## config.mk

```make
export PLATFORM = sky130hd
export DESIGN_NAME = hsl_colorize_pixel
export DESIGN_NICKNAME = d
export VERILOG_FILES = /design/src/rtl/core/hslc_pkg.sv /design/src/rtl/core/hslc_pipe.sv /design/src/rtl/core/hsl_colorize_pixel.sv
export SDC_FILE = /design/constraint.sdc
export NUM_CORES = 2
export LEC_CHECK = 0
export BUFFER_PORTS_ARGS = -buffer_cell sky130_fd_sc_hd__buf_2
export CORE_MARGIN = 8
export CORE_UTILIZATION = 45
export CTS_BUF_LIST = sky130_fd_sc_hd__clkbuf_4
export DETAILED_ROUTE_END_ITERATION = 12
export GPL_TIMING_DRIVEN = 0
export PLACE_DENSITY = 0.75
export SKIP_CTS_REPAIR_TIMING = 1
export SLEW_MARGIN = 40
export SYNTH_ARGS = -nofsm -noshare
export SYNTH_HDL_FRONTEND = slang
export SYNTH_SLANG_ARGS = --single-unit
```

## constraint.sdc

```tcl
create_clock -name clk -period 9.2 [get_ports clk]
set_clock_uncertainty 0.05 [all_clocks]
set_input_delay 1.84 -clock clk [delete_from_list [all_inputs] [get_ports clk]]
set_output_delay 1.84 -clock clk [all_outputs]
set_load 0.01 [all_outputs]
```

## src/rtl/core/hslc_pkg.sv

```systemverilog
// shared types, constants and arithmetic helpers for the hsl colorize block
package hslc_pkg;

    localparam int HUE_W  = 13;
    localparam int SAT_W  = 11;
    localparam int ADDR_W = 3;
    localparam int DATA_W = 32;
    localparam int Q_W    = 13;

    localparam logic [HUE_W-1:0] HUE_LIMIT  = 13'd5760;
    localparam logic [HUE_W-1:0] SECTOR_LEN = 13'd960;
    localparam logic [SAT_W-1:0] FULL_SAT   = 11'd1024;
    localparam logic [Q_W-1:0]   Q_MAX      = 13'd7650;
    localparam logic [13:0]      RECIP_30   = 14'd8739;

    typedef enum logic
    {
        REG_HUE = 1'b0,
        REG_SAT = 1'b1
    } reg_sel_t;

    typedef enum logic [2:0]
    {
        SECT_RED_YEL = 3'd0,
        SECT_YEL_GRN = 3'd1,
        SECT_GRN_CYN = 3'd2,
        SECT_CYN_BLU = 3'd3,
        SECT_BLU_MAG = 3'd4,
        SECT_MAG_RED = 3'd5
    } sector_t;

    typedef struct packed
    {
        logic [7:0] red_in;
        logic [7:0] green_in;
        logic [7:0] blue_in;
    } pixel_t;

    typedef struct packed
    {
        logic [7:0] red_out;
        logic [7:0] green_out;
        logic [7:0] blue_out;
    } result_t;

    typedef struct packed
    {
        logic [HUE_W-1:0] hue;
        logic [SAT_W-1:0] sat;
    } cfg_t;

    function automatic sector_t hue_sector(input logic [HUE_W-1:0] h);
        sector_t s;
        if (h >= 13'd4800)
            s = SECT_MAG_RED;
        else if (h >= 13'd3840)
            s = SECT_BLU_MAG;
        else if (h >= 13'd2880)
            s = SECT_CYN_BLU;
        else if (h >= 13'd1920)
            s = SECT_GRN_CYN;
        else if (h >= SECTOR_LEN)
            s = SECT_YEL_GRN;
        else
            s = SECT_RED_YEL;
        return s;
    endfunction

    // triangle weight of the hue within its pair of sectors, 0..960
    function automatic logic [9:0] hue_weight(input logic [HUE_W-1:0] h);
        logic [HUE_W-1:0] u;
        logic [HUE_W-1:0] w;
        if (h >= 13'd3840)
            u = h - 13'd3840;
        else if (h >= 13'd1920)
            u = h - 13'd1920;
        else
            u = h;
        w = (u >= SECTOR_LEN) ? (13'd1920 - u) : u;
        return w[9:0];
    endfunction

    // magnitude over 2^16, capped at 255*30
    function automatic logic [Q_W-1:0] scale_q(input logic [30:0] mag);
        logic [14:0] q;
        q = mag[30:16];
        return (q > 15'(Q_MAX)) ? Q_MAX : q[Q_W-1:0];
    endfunction

    // floor(q/30) by reciprocal multiply, exact for q below 7680
    function automatic logic [7:0] div30(input logic [Q_W-1:0] q);
        logic [26:0] prod;
        prod = 27'(q) * 27'(RECIP_30);
        return prod[25:18];
    endfunction

endpackage

```

## src/rtl/core/hslc_pipe.sv

```systemverilog
// six-stage colorize datapath: lightness, chroma, hue terms, scaling
module hslc_pipe
(
    input  logic             clk,
    input  logic             rst_n,
    input  logic             in_valid,
    input  hslc_pkg::pixel_t pixel,
    input  hslc_pkg::cfg_t   cfg,
    output logic             out_valid,
    output hslc_pkg::result_t result
);

    logic [4:0] valid_reg;
    logic [4:0] valid_next;
    logic       done_reg;

    hslc_pkg::pixel_t pix0_reg;
    hslc_pkg::pixel_t pix1_reg;
    hslc_pkg::pixel_t pix2_reg;
    hslc_pkg::pixel_t pix3_reg;
    hslc_pkg::pixel_t pix4_reg;

    logic [8:0]  sum1_reg;
    logic [8:0]  sum1_next;
    logic [7:0]  a1_reg;
    logic [7:0]  a1_next;
    logic [8:0]  sum2_reg;
    logic [17:0] p2_reg;
    logic [17:0] p2_next;
    logic [27:0] pk3_reg;
    logic [27:0] pk3_next;
    logic [19:0] tc3_reg;
    logic [19:0] tc3_next;
    logic signed [19:0] t03_reg;
    logic signed [19:0] t03_next;
    logic [hslc_pkg::Q_W-1:0] qc4_reg;
    logic [hslc_pkg::Q_W-1:0] qx4_reg;
    logic [hslc_pkg::Q_W-1:0] q04_reg;
    logic [hslc_pkg::Q_W-1:0] qc4_next;
    logic [hslc_pkg::Q_W-1:0] qx4_next;
    logic [hslc_pkg::Q_W-1:0] q04_next;
    hslc_pkg::result_t res_reg;
    hslc_pkg::result_t res_next;

    logic [7:0] mx;
    logic [7:0] mn;
    logic [hslc_pkg::SAT_W-1:0] s_clamp;
    logic [9:0] k;
    logic [29:0] nc;
    logic signed [31:0] n0;
    logic signed [31:0] nx;
    logic [31:0] mag0;
    logic [31:0] magx;
    logic [7:0] dc;
    logic [7:0] dx;
    logic [7:0] d0;

    assign valid_next = {valid_reg[3:0], in_valid};

    // stage 1: max, min, lightness sum and distance from the extremes
    always_comb
    begin
        mx = (pix0_reg.red_in > pix0_reg.green_in) ? pix0_reg.red_in : pix0_reg.green_in;
        mx = (mx > pix0_reg.blue_in) ? mx : pix0_reg.blue_in;
        mn = (pix0_reg.red_in < pix0_reg.green_in) ? pix0_reg.red_in : pix0_reg.green_in;
        mn = (mn < pix0_reg.blue_in) ? mn : pix0_reg.blue_in;
        sum1_next = 9'(mx) + 9'(mn);
        a1_next = (sum1_next >= 9'd255) ? 8'(9'd510 - sum1_next) : sum1_next[7:0];
    end

    // stage 2: chroma product
    always_comb
    begin
        s_clamp = (cfg.sat > hslc_pkg::FULL_SAT) ? hslc_pkg::FULL_SAT : cfg.sat;
        p2_next = 18'(a1_reg) * 18'(s_clamp);
    end

    // stage 3: hue weight product and the two lightness offsets
    always_comb
    begin
        k = hslc_pkg::hue_weight(cfg.hue);
        pk3_next = 28'(p2_reg) * 28'(k);
        tc3_next = {1'b0, sum2_reg, 10'b0} + {2'b0, p2_reg};
        t03_next = signed'({1'b0, sum2_reg, 10'b0}) - signed'({2'b0, p2_reg});
    end

    // stage 4: full numerators, magnitude and coarse scale
    always_comb
    begin
        nc = 30'(tc3_reg) * 30'd960;
        n0 = 32'(t03_reg) * 32'sd960;
        nx = n0 + signed'({3'b0, pk3_reg, 1'b0});
        mag0 = n0[31] ? 32'(-n0) : 32'(n0);
        magx = nx[31] ? 32'(-nx) : 32'(nx);
        qc4_next = hslc_pkg::scale_q({1'b0, nc});
        qx4_next = hslc_pkg::scale_q(magx[30:0]);
        q04_next = hslc_pkg::scale_q(mag0[30:0]);
    end

    // stage 5: final divide and sector permutation, or pass-through at or above the hue limit
    always_comb
    begin
        dc = hslc_pkg::div30(qc4_reg);
        dx = hslc_pkg::div30(qx4_reg);
        d0 = hslc_pkg::div30(q04_reg);
        if (cfg.hue >= hslc_pkg::HUE_LIMIT)
        begin
            res_next.red_out   = pix4_reg.red_in;
            res_next.green_out = pix4_reg.green_in;
            res_next.blue_out  = pix4_reg.blue_in;
        end
        else
        begin
            unique case (hslc_pkg::hue_sector(cfg.hue))
                hslc_pkg::SECT_RED_YEL:
                begin
                    res_next = '{red_out: dc, green_out: dx, blue_out: d0};
                end
                hslc_pkg::SECT_YEL_GRN:
                begin
                    res_next = '{red_out: dx, green_out: dc, blue_out: d0};
                end
                hslc_pkg::SECT_GRN_CYN:
                begin
                    res_next = '{red_out: d0, green_out: dc, blue_out: dx};
                end
                hslc_pkg::SECT_CYN_BLU:
                begin
                    res_next = '{red_out: d0, green_out: dx, blue_out: dc};
                end
                hslc_pkg::SECT_BLU_MAG:
                begin
                    res_next = '{red_out: dx, green_out: d0, blue_out: dc};
                end
                default:
                begin
                    res_next = '{red_out: dc, green_out: d0, blue_out: dx};
                end
            endcase
        end
    end

    always_ff @(posedge clk or negedge rst_n)
    begin
        if (!rst_n)
        begin
            valid_reg <= '0;
            done_reg  <= 1'b0;
        end
        else
        begin
            valid_reg <= valid_next;
            done_reg  <= valid_reg[4];
        end
    end

    always_ff @(posedge clk)
    begin
        pix0_reg <= pixel;
        pix1_reg <= pix0_reg;
        pix2_reg <= pix1_reg;
        pix3_reg <= pix2_reg;
        pix4_reg <= pix3_reg;
        sum1_reg <= sum1_next;
        a1_reg   <= a1_next;
        sum2_reg <= sum1_reg;
        p2_reg   <= p2_next;
        pk3_reg  <= pk3_next;
        tc3_reg  <= tc3_next;
        t03_reg  <= t03_next;
        qc4_reg  <= qc4_next;
        qx4_reg  <= qx4_next;
        q04_reg  <= q04_next;
        res_reg  <= res_next;
    end

    assign out_valid = done_reg;
    assign result    = res_reg;

`ifndef NO_ASSERTIONS
    a_latency_fwd: assert property (@(posedge clk) disable iff (!rst_n)
        in_valid |-> ##6 out_valid)
        else $error("transaction did not complete after six cycles");

    a_latency_bwd: assert property (@(posedge clk) disable iff (!rst_n)
        out_valid |-> $past(in_valid, 6))
        else $error("result without a matching transaction");

    // hue weight is only meaningful below the pass-through limit
    a_chroma_order: assert property (@(posedge clk) disable iff (!rst_n)
        (valid_reg[4] && (cfg.hue < hslc_pkg::HUE_LIMIT))
            |-> (qc4_reg >= qx4_reg) && (qc4_reg >= q04_reg))
        else $error("chroma channel below the other channels");
`endif

endmodule

```

## src/rtl/core/hsl_colorize_pixel.sv

```systemverilog
// top level of the hsl colorize block: register port and pixel datapath
//
// Recolors an RGB pixel stream with one programmed hue and saturation while
// keeping each pixel's HSL lightness. A pixel is taken on every clock in which
// start is high; busy is always low, so a new transaction may follow every
// cycle. Each result appears on result with done high for exactly one cycle,
// in order; the receiver cannot stall, so it must take every result when
// done is high. Each transaction passes through the six register stages of
// the datapath (input register, lightness, chroma multiply, hue multiply,
// numerator and scaling, divide by 30 and permutation into the output
// register). Hue at 360 degrees or above passes pixels through unchanged.
// Program the registers only while no transaction is in flight.
module hsl_colorize_pixel
(
    input  logic                        clk,
    input  logic                        rst_n,
    input  logic                        start,
    output logic                        busy,
    input  hslc_pkg::pixel_t            pixel,
    output logic                        done,
    output hslc_pkg::result_t           result,
    input  logic                        psel,
    input  logic                        penable,
    input  logic                        pwrite,
    input  logic [hslc_pkg::ADDR_W-1:0] paddr,
    input  logic [hslc_pkg::DATA_W-1:0] pwdata,
    output logic [hslc_pkg::DATA_W-1:0] prdata,
    output logic                        pready
);

    logic [hslc_pkg::HUE_W-1:0] hue_reg;
    logic [hslc_pkg::HUE_W-1:0] hue_next;
    logic [hslc_pkg::SAT_W-1:0] sat_reg;
    logic [hslc_pkg::SAT_W-1:0] sat_next;
    logic                       wr_en;
    hslc_pkg::reg_sel_t         sel;
    hslc_pkg::cfg_t             cfg;

    assign busy   = 1'b0;
    assign pready = 1'b1;
    assign wr_en  = psel & penable & pwrite & pready;
    assign sel    = hslc_pkg::reg_sel_t'(paddr[2]);

    always_comb
    begin
        hue_next = hue_reg;
        sat_next = sat_reg;
        if (wr_en)
        begin
            unique case (sel)
                hslc_pkg::REG_HUE: hue_next = pwdata[hslc_pkg::HUE_W-1:0];
                hslc_pkg::REG_SAT: sat_next = pwdata[hslc_pkg::SAT_W-1:0];
                default: ;
            endcase
        end
    end

    always_comb
    begin
        unique case (sel)
            hslc_pkg::REG_HUE: prdata = hslc_pkg::DATA_W'(hue_reg);
            hslc_pkg::REG_SAT: prdata = hslc_pkg::DATA_W'(sat_reg);
            default:           prdata = '0;
        endcase
    end

    always_ff @(posedge clk or negedge rst_n)
    begin
        if (!rst_n)
        begin
            hue_reg <= '0;
            sat_reg <= '0;
        end
        else
        begin
            hue_reg <= hue_next;
            sat_reg <= sat_next;
        end
    end

    assign cfg.hue = hue_reg;
    assign cfg.sat = sat_reg;

    hslc_pipe u_pipe
    (
        .clk       (clk),
        .rst_n     (rst_n),
        .in_valid  (start & ~busy),
        .pixel     (pixel),
        .cfg       (cfg),
        .out_valid (done),
        .result    (result)
    );

endmodule

```

==> results.toml <==
[route]
drtAntennaViolNets = 0
drt-initial-drc-count = 1084
drc = 0
wl_per_cell_microns = 15.4
num_vias = 23000
via_per_inst = 5.18
firstDrtPassIters = 5
finalWirelength_mm = 68.4

[status]
outcome = "finished, final reports clean"

[place]
port_buffers = 81
gp_congestion = 0.904
dp_hpwl_mm = 56.4
place_inst = 4278

[yosys]
ys_warn_count = 0
netlist_instances = 3296
synth_ff_type = "dfxtp_1"
synth-async-reset-ratio_pct = 9.29
yosysUniqueCellTypes = 91
avgSynthCellArea_sq_um = 9.35
ys_ff_latch = 323
synth_edf_count = 0
ys_seq_area_share_pct = 21.5
syn_area_sq_um = 30800

[worst_setup_path]
arrival_ns = 9.49
reg2reg_from = "hue_reg[7]$_DFFE_PN0P_"
crit_slowest_cell = "fa_1"
r2r_slack_ns = 0.40
path_depth = 34
cp_max_fo = 10
r2r_end = "u_pipe.pk3_reg[26]$_DFF_P_"
crit_start = "hue_reg[7]$_DFFE_PN0P_"
required_ns = 9.88
path_delay_family = "adder cells"
end_kind = "register"
critPathLaunchType = "register"
crit_end = "u_pipe.pk3_reg[26]$_DFF_P_"
crit_buf_inv = 7
path_class = "register to register"
crit_top_cell = "fa_1"
r2r_cells = 34
max_stage_delay_ns = 0.55

[clocking]
cts_buffer_depth = 3
numClockSinks = 323
clk_pin_slew_worst_paths_ns = 0.07
cts_tree = "built"
cts_root_buffer = "clkbuf_4"
insertion_delay_ns = 0.86
cts_made_buffers = 81
h-tree-depth = 3

[global_routing]
antenna_found_initial = 3
overflow = 0
grt_use_total_pct = 17.6
grt_start_max_net_pins = 31
grt_pass1_vias = 23500
grt_pass1_wl_mm = 113

[finish]
final_cell_mix = "inv_1, ha_1, fa_1"
largest_register_ffs = 28
mostFrequentLayoutCell = "inv_1"
fin_nets = 4337
area_growth_syn_to_layout_pct = 9.88
layout-drive-gt1-share_pct = 10.6
layoutNonFillerInstCount = 4443
final_util_pct = 49.6

[sta]
fmax_ghz = 0.114
finalCritPeriodShare_pct = 95.7
drv_slew = 0
slew-limit-headroom_pct = 45.8
setup_viol = 0
tightest_slew_ns = 0.805
hold_viol = 0
period_needed_ns = 8.80

[floorplan]
coreArea_sq_um = 68200
dieArea_sq_um = 77100
start_util_pct = 45.2
io_pins = 124
die_w_microns = 278
die_h_microns = 278
num_rows = 96

[worst_hold_path]
hold_path_class = "register to register"

[job]
maxCapViolCount = 0
[worst register-to-register path: cells and delay by family (launching register included)]
kind                       cells  cell delay (ns)
buffers and inverters          7             0.98
DFF                            1             0.43
and+or+nand+nor                6             0.74
adders and majority gates      7             3.24
muxes                          1             0.22
AOI/OAI and AO/OA             12             2.78
xor gates and xnor gates       1             0.28
[metrics by stage]
stage               setup TNS, ns  hold WS, ns  instance area (sq um)  setup WS, ns
floorplan                       0        0.260                  30900         0.670
detailed placement          -4.61        0.262                  32400         -1.06
global placement            -3.94        0.260                  32400        -0.983
finish                          0        0.259                  33900         0.398
CTS                         -5.31        0.266                  33500         -1.10
global route              -0.0326        0.273                  33900       -0.0292
[layout make-up]
type | instances | area, sq um
Clock inverter | 25 | 154
Clock buffer | 117 | 878
Antenna cell | 5 | 12.5
Sequential cell | 323 | 6620
Inverter | 534 | 2010
Buffer | 89 | 462
Fill cell | 6251 | 34400
Timing Repair Buffer | 100 | 561
Multi-Input combinational cell | 2368 | 22100
Tap cell | 882 | 1100
[how the worst min path moves through the flow]
stage                                start                     endpoint  slack, ns  depth (start not counted)
2_1_floorplan   u_pipe.pix1_reg[0]$_DFF_P_   u_pipe.pix2_reg[0]$_DFF_P_       0.26                          0
6_report       u_pipe.pix3_reg[14]$_DFF_P_  u_pipe.pix4_reg[14]$_DFF_P_       0.26                          0
5_1_grt         u_pipe.pix2_reg[2]$_DFF_P_   u_pipe.pix3_reg[2]$_DFF_P_       0.27                          0
3_5_place_dp    u_pipe.pix1_reg[7]$_DFF_P_   u_pipe.pix2_reg[7]$_DFF_P_       0.26                          0
4_1_cts        u_pipe.pix1_reg[13]$_DFF_P_  u_pipe.pix2_reg[13]$_DFF_P_       0.27                          0
3_3_place_gp   u_pipe.pix2_reg[23]$_DFF_P_  u_pipe.pix3_reg[23]$_DFF_P_       0.26                          0
[layer usage]
layer  track usage [%]  wire (microns)
met5                 0               0
met4              6.60            2030
met3              2.96            3670
met2              30.4           33000
met1              21.8           29700
[synth_stat cells, types with 6 or more instances]
| library cell | instances | share of area, % |
|---|---|---|
| o31ai_1 | 13 | 0.32 |
| and2_1 | 88 | 1.8 |
| nor4_1 | 10 | 0.20 |
| dfxtp_1 | 293 | 19 |
| a21o_1 | 44 | 1.1 |
| ha_1 | 465 | 19 |
| a41oi_1 | 6 | 0.17 |
| o221ai_1 | 6 | 0.17 |
| a2111oi_0 | 7 | 0.20 |
| a221oi_1 | 11 | 0.31 |
| nand3_1 | 34 | 0.55 |
| o22a_1 | 10 | 0.28 |
| a211o_1 | 10 | 0.28 |
| buf_4 | 21 | 0.51 |
| clkbuf_1 | 56 | 0.68 |
| a21boi_0 | 6 | 0.15 |
| nand2_1 | 258 | 3.1 |
| fa_1 | 310 | 20 |
| o211ai_1 | 18 | 0.44 |
| o21a_1 | 33 | 0.80 |
| or2_2 | 7 | 0.14 |
| nor3_1 | 41 | 0.67 |
| a31oi_1 | 20 | 0.41 |
| nand4_1 | 21 | 0.43 |
| or3_1 | 15 | 0.30 |
| a21oi_1 | 122 | 2.0 |
| xnor2_1 | 103 | 2.9 |
| and3_1 | 13 | 0.26 |
| mux2_2 | 47 | 1.7 |
| mux2i_1 | 10 | 0.32 |
| nor2_1 | 196 | 2.4 |
| dfrtp_1 | 30 | 2.4 |
| nand2b_1 | 33 | 0.67 |
| o22ai_1 | 14 | 0.28 |
| o21ai_0 | 103 | 1.7 |
| a211oi_1 | 23 | 0.56 |
| o21bai_1 | 19 | 0.46 |
| inv_1 | 534 | 6.5 |
| xor2_1 | 66 | 1.9 |
| nor2b_1 | 58 | 1.2 |
| buf_2 | 12 | 0.19 |
| nor3b_1 | 6 | 0.15 |
[logic make-up (layout without fill, tap and decap cells)]
kind of cell,after synthesis,count (layout),share of synthesized area [%]
other cells,2,26,0.0244
compound gates,531,531,11.7
xor+xnor,169,169,4.80
buf+inv,624,865,7.90
fa+ha+maj,775,775,39.0
flops,323,323,21.5
simple gates,815,815,13.0
mux,57,57,2.04
Power is left out: the tool's default activity adds up to more than one toggle a clock period on the data nets, which glitch-free logic cannot reach.
